File: config.mk
export PLATFORM = sky130hd
export DESIGN_NAME = ydf_mac_flat
export DESIGN_NICKNAME = d
export VERILOG_FILES = /design/src/rtl/ydf_pkg.sv /design/src/rtl/ydf_if.sv /design/src/rtl/ydf_mac.sv /design/src/flat_wrapper.sv
export SDC_FILE = /design/constraint.sdc
export NUM_CORES = 1
export LEC_CHECK = 0
export BUFFER_PORTS_ARGS = -buffer_cell sky130_fd_sc_hd__buf_4
export CORE_MARGIN = 2
export CORE_UTILIZATION = 60
export CTS_CLUSTER_DIAMETER = 100
export CTS_CLUSTER_SIZE = 8
export DETAILED_ROUTE_END_ITERATION = 10
export PLACE_DENSITY_LB_ADDON = 0.25
export SETUP_SLACK_MARGIN = 0.02
export SLEW_MARGIN = 15
export SYNTH_ARGS = -nofsm -noshare
export SYNTH_HDL_FRONTEND = slang
export SYNTH_SLANG_ARGS = --single-unit
File: constraint.sdc
create_clock -name clk -period 20.5 [get_ports clk]
set_input_delay 4.1 -clock clk [delete_from_list [all_inputs] [get_ports clk]]
set_output_delay 4.1 -clock clk [all_outputs]
set_load 0.03 [all_outputs]
File: src/rtl/ydf_pkg.sv
// ----------------------------------------------------------------------------
// ydf_pkg
// Shared widths, register indexes, reset values and the control types passed
// between the sequencer, the cell row and the multiply-accumulate pipeline.
// ----------------------------------------------------------------------------
package ydf_pkg;

    // Field widths fixed by the block's interface
    localparam int CFG_W     = 7;
    localparam int CFG_IDX_W = 2;
    localparam int LAG_W     = 7;
    localparam int FRAME_W   = 32;
    localparam int DIFF_W    = 38;

    // Parameter defaults
    localparam int MAX_WINDOW_DEF  = 64;
    localparam int SAMPLE_BITS_DEF = 16;

    // Configuration reset values
    localparam logic [CFG_W-1:0] WINDOW_RESET = 7'd64;
    localparam logic [CFG_W-1:0] HOP_RESET    = 7'd16;

    // Register indexes on the configuration port
    typedef enum logic [CFG_IDX_W-1:0] {
        REG_WINDOW_SIZE = 2'd0,
        REG_HOP_SIZE    = 2'd1
    } ydf_reg_t;

    // Rotation of one work chain in the cell row
    typedef enum logic [1:0] {
        MOVE_HOLD,
        MOVE_UP,
        MOVE_DOWN
    } ydf_move_t;

    // Control for every cell of the row
    typedef struct packed {
        logic      shift_in;
        logic      load;
        ydf_move_t x_move;
        ydf_move_t y_move;
    } ydf_chain_ctl_t;

    // One sample pair handed to the accumulate pipeline
    typedef struct packed {
        logic               valid;
        logic               first_pair;
        logic               last_pair;
        logic               last_lag;
        logic [LAG_W-1:0]   lag;
        logic [FRAME_W-1:0] frame;
    } ydf_issue_t;

    // Frame sequencer states
    typedef enum logic [1:0] {
        ST_IDLE,
        ST_LOAD,
        ST_ALIGN,
        ST_SWEEP
    } ydf_state_t;

endpackage

File: src/rtl/ydf_if.sv


interface ydf_result_if;
    import ydf_pkg::*;

    logic               valid;
    logic               ready;
    logic [LAG_W-1:0]   lag;
    logic [FRAME_W-1:0] frame_index;
    logic [DIFF_W-1:0]  diff_value;
    logic               last_lag;

    modport source (output valid, output lag, output frame_index, output diff_value,
                    output last_lag, input ready);
    modport sink   (input valid, input lag, input frame_index, input diff_value,
                    input last_lag, output ready);
endinterface

File: src/rtl/ydf_mac.sv
// ----------------------------------------------------------------------------
// ydf_mac
// Difference, square and accumulate over the pairs of one lag, with the
// result register in front of the output channel.
// ----------------------------------------------------------------------------
module ydf_mac #(
    parameter int SAMPLE_BITS = ydf_pkg::SAMPLE_BITS_DEF
) (
    input  logic                          clk,
    input  logic                          rst_n,
    input  ydf_pkg::ydf_issue_t           issue,
    input  logic signed [SAMPLE_BITS-1:0] x_tap,
    input  logic signed [SAMPLE_BITS-1:0] y_tap,
    output logic                          advance,
    ydf_result_if.source                  results
);
    import ydf_pkg::*;

    localparam int SQ_W  = 2 * (SAMPLE_BITS + 1);
    localparam int EXT_W = (SQ_W > DIFF_W) ? SQ_W : DIFF_W;

    ydf_issue_t                  s1_reg;
    logic signed [SAMPLE_BITS:0] diff_reg;
    logic [DIFF_W-1:0]           acc_reg;
    logic signed [SQ_W-1:0]      sq;
    logic [EXT_W-1:0]            sq_ext;
    logic [DIFF_W-1:0]           sum;

    logic                        out_valid_reg;
    logic [LAG_W-1:0]            out_lag_reg;
    logic [FRAME_W-1:0]          out_frame_reg;
    logic [DIFF_W-1:0]           out_diff_reg;
    logic                        out_last_reg;

    // Move everything only when the result register can take a word
    assign advance = !out_valid_reg || results.ready;

    // Square the difference and add it to the running sum
    assign sq     = diff_reg * diff_reg;
    assign sq_ext = EXT_W'($unsigned(sq));
    assign sum    = (s1_reg.first_pair ? '0 : acc_reg) + sq_ext[DIFF_W-1:0];

    // Difference stage
    always_ff @(posedge clk or negedge rst_n)
    begin
        if (!rst_n)
        begin
            s1_reg <= '0;
        end
        else if (advance)
        begin
            s1_reg <= issue;
        end
    end

    always_ff @(posedge clk)
    begin
        if (advance)
        begin
            diff_reg <= {x_tap[SAMPLE_BITS-1], x_tap} - {y_tap[SAMPLE_BITS-1], y_tap};
        end
    end

    // Accumulate stage
    always_ff @(posedge clk)
    begin
        if (advance && s1_reg.valid)
        begin
            acc_reg <= sum;
        end
    end

    // Result register valid flag
    always_ff @(posedge clk or negedge rst_n)
    begin
        if (!rst_n)
        begin
            out_valid_reg <= 1'b0;
        end
        else if (advance)
        begin
            out_valid_reg <= s1_reg.valid && s1_reg.last_pair;
        end
    end

    // Capture the finished sum of a lag
    always_ff @(posedge clk)
    begin
        if (advance && s1_reg.valid && s1_reg.last_pair)
        begin
            out_lag_reg   <= s1_reg.lag;
            out_frame_reg <= s1_reg.frame;
            out_diff_reg  <= sum;
            out_last_reg  <= s1_reg.last_lag;
        end
    end

    assign results.valid       = out_valid_reg;
    assign results.lag         = out_lag_reg;
    assign results.frame_index = out_frame_reg;
    assign results.diff_value  = out_diff_reg;
    assign results.last_lag    = out_last_reg;

endmodule

File: src/flat_wrapper.sv
// flat-port wrapper written by rule: the top's interface ports become plain ports
module ydf_mac_flat import ydf_pkg::*;
#(
    parameter int SAMPLE_BITS = ydf_pkg::SAMPLE_BITS_DEF
)
  (clk, rst_n, issue, x_tap, y_tap, advance, results_valid, results_lag, results_frame_index, results_diff_value, results_last_lag, results_ready);
  ydf_result_if results_i ();
  input  logic clk;
  input  logic rst_n;
  input  ydf_pkg::ydf_issue_t issue;
  input  logic signed [SAMPLE_BITS-1:0] x_tap;
  input  logic signed [SAMPLE_BITS-1:0] y_tap;
  output logic advance;
  output wire logic [$bits(results_i.valid)-1:0] results_valid;
  output wire logic [$bits(results_i.lag)-1:0] results_lag;
  output wire logic [$bits(results_i.frame_index)-1:0] results_frame_index;
  output wire logic [$bits(results_i.diff_value)-1:0] results_diff_value;
  output wire logic [$bits(results_i.last_lag)-1:0] results_last_lag;
  input wire logic [$bits(results_i.ready)-1:0] results_ready;
  assign results_valid = results_i.valid;
  assign results_lag = results_i.lag;
  assign results_frame_index = results_i.frame_index;
  assign results_diff_value = results_i.diff_value;
  assign results_last_lag = results_i.last_lag;
  assign results_i.ready = results_ready;
  ydf_mac #(.SAMPLE_BITS(SAMPLE_BITS)) u_core (.clk(clk), .rst_n(rst_n), .issue(issue), .x_tap(x_tap), .y_tap(y_tap), .advance(advance), .results(results_i));
endmodule
==> key figures <==
Run status
  – Status: finished, final reports clean

Place
  – Post-DP HPWL: 30,800 um
  – Routability congestion estimate: 0.931
  – Dpl cell area: 0.0199 mm^2
  – Port buffer count: 157
  – Placed cells: 2,292

Final layout
  – Fillers: 2,212
  – # diodes: 0
  – Synth-to-Final Area Change: 11.6%
  – Share of layout cells above drive strength 1: 0.115
  – Commonest non-fill, non-tap cells in the layout: inv_1 (370), fa_1 (270), nand2_1 (236)
  – Commonest non-fill, non-tap cell in the layout: inv_1
  – Max FFs per register: 43
  – Post-Layout Inst Area: 0.0204 mm^2
  – Final cell count without fillers: 2,324
  – Nets: 2,411

Clock tree
  – Total CTS buffers: 17
  – Cts repair resizes: 0
  – Hold-fix buffers, CTS: 0
  – Clk slew on worst S/H paths: 0.07 ns
  – Clock sinks: 177
  – Deepest level of the CTS H-tree: 4
  – Clock tree buffer depth: 2
  – Worst skew pair latency: 0.44 ns
  – CTS tree: built
  – Postcts setup bufs: 0
  – CTS Root Buffer Type: clkbuf_16

Synth
  – Gate Count Post-Synth: 1,781
  – Synth Flop Type: edfxtp_1
  – Yosys warns: 0
  – Post-synthesis net count: 2,271
  – Synth unique cells: 69
  – Syn Std Cell Area: 0.0183 mm^2
  – Post-synth EDFFs: 133
  – Sequential area share after synthesis: 0.278
  – Avg Cell Area, Syn: 10.3 um^2
  – Register bit total from synthesis: 177
  – Async SR Flop Fraction: 0.249

Route
  – DRC: 0
  – Drt pass-1 iters: 5
  – Final WL: 38,600 um
  – DRT antenna net count: 0
  – Via count: 12,600
  – Drt via density: 5.43
  – DR iter-0 viols: 700
  – Wire length per cell: 16.6 um

Critical path
  – Largest stage delay, worst path: 0.89 ns
  – Slowest library cell on the worst path: edfxtp_1
  – Crit. End Element: flip-flop
  – Buffers plus inverters on the worst setup path: 3
  – Crit-path max FO: 19
  – Setup Crit Path Kind: flip-flop to flip-flop
  – Arrival time worst endpoint: 9.04 ns
  – Most used cell along the critical path: fa_1
  – Worst Path Required: 20.68 ns
  – Family with the most delay on the worst path: adder cells
  – Critical path launch point type: flip-flop

STA
  – Rel. slew slack: 0.306
  – Final Hold Slack: 0.452 ns
  – Fin. max-slew vios: 0
  – Worst Tran Pin Value: 1.04 ns
  – Setup Skew: 0.0160 ns
  – Fmax: 113 MHz
  – Final Hold Fails: 0
  – Tmin final: 8.86 ns
  – Fin crit share: 0.432
  – Final setup viols: 0
  – Setup TNS: 0 ns
  – RSZ-0062 raised after global routing: no

Die
  – Die Span Y: 179 um
  – I/O pin count: 158
  – Core ar.: 0.0299 mm^2
  – Die X: 179 um
  – Standard-cell row count: 63
  – Initial Util: 0.613
  – Die Area: 0.0319 mm^2

Global routing
  – Gr ovfl total: 0
  – Initial antenna violation count: 1
  – GR Util All Layers: 0.265
  – Number of global-route vias before repair: 13,600
  – Largest net degree at the start of global routing: 80
  – First-pass GRT wire length: 66,100 um
  – GRT busiest layer: met2
  – Global Route met2 Usage: 0.429
  – Met3 usage: 0.0831
  – Met1 usage: 0.344

Flow run
  – Max-cap check violation count: 0

Hold path
  – Tightest Hold Check Type: flip-flop to flip-flop
## cells in the mapped netlist (5+ instances only)
master	count	area [um^2]
inv_1	370	1390
fa_1	270	5410
nand2_1	236	886
ha_1	142	1780
edfxtp_1	133	3990
nor2_1	71	267
xnor2_1	59	517
a21oi_1	55	275
and2_1	51	319
nor2b_1	49	307
dfrtp_1	44	1100
clkbuf_1	37	139
o21ai_0	37	185
xor2_1	20	175
a21o_1	19	143
nor3_1	19	95.1
o21a_1	15	113
a211oi_1	14	105
nand2b_1	11	68.8
nand3_1	10	50.1
o21bai_1	9	67.6
and3_1	8	50.1
a31oi_1	7	43.8
o211ai_1	7	52.6
a31o_2	6	52.6
o31ai_1	6	45.0
nor4_1	5	31.3
or2_2	5	31.3
## worst paths after layout
check / slack (ns) / cells after the start / start / endpoint
max: 11.64 / 28 / u_core.diff_reg[4]$_DFFE_PN_ / u_core.results.diff_value[36]$_DFFE_PP_
min: 0.45 / 0 / u_core.s1_reg[27]$_DFFE_PN0N_ / u_core.results.frame_index[27]$_DFFE_PP_
max reg2reg: 11.64 / 28 / u_core.diff_reg[4]$_DFFE_PN_ / u_core.results.diff_value[36]$_DFFE_PP_
min reg2reg: 0.45 / 0 / u_core.s1_reg[27]$_DFFE_PN0N_ / u_core.results.frame_index[27]$_DFFE_PP_
max in group asynchronous: 16.45 / 1 / rst_n / u_core.s1_reg[35]$_DFFE_PN0N_
min in group asynchronous: 3.64 / 1 / rst_n / u_core.s1_reg[24]$_DFFE_PN0N_
## kinds of logic (layout without fill, tap and decap cells)
group,count (synthesis),in the layout,share of synthesized area
AND/OR/NAND/NOR,483,483,0.123
adder cells (fa/ha/maj),412,412,0.392
buffers and inverters,411,564,0.0842
AO/OA/AOI/OAI,218,218,0.0838
flip-flops,177,177,0.278
XOR/XNOR,79,79,0.0378
multiplexers,1,1,0.000615
## cell type report
cell class / instances / area (um^2) / share of cell area
timing repair buffer: 160 / 1200 / 0.0588
multi-input combinational: 1193 / 11700 / 0.571
clock inverter: 14 / 141 / 0.00692
clock buffer: 18 / 439 / 0.0215
sequential: 177 / 5090 / 0.249
tap: 390 / 488 / 0.0239
inverter: 372 / 1400 / 0.0683
## metrics by stage
step | worst slack, ns | utilization
2_1_floorplan | 11.05 | -
3_3_place_gp | 11.68 | 0.665
3_5_place_dp | 11.70 | 0.665
4_1_cts | 11.70 | 0.684
5_1_grt | 11.14 | 0.684
6_report | 11.64 | 0.684
## per-layer routing
metal,vias to the layer above,part of all wire
li1,5938,-
met4,2,0.026
met3,69,0.089
met2,412,0.48
met5,-,0.00021
met1,6187,0.41
Power is left out: the tool's default activity adds up to more than one toggle a clock period on the data nets, which glitch-free logic cannot reach.
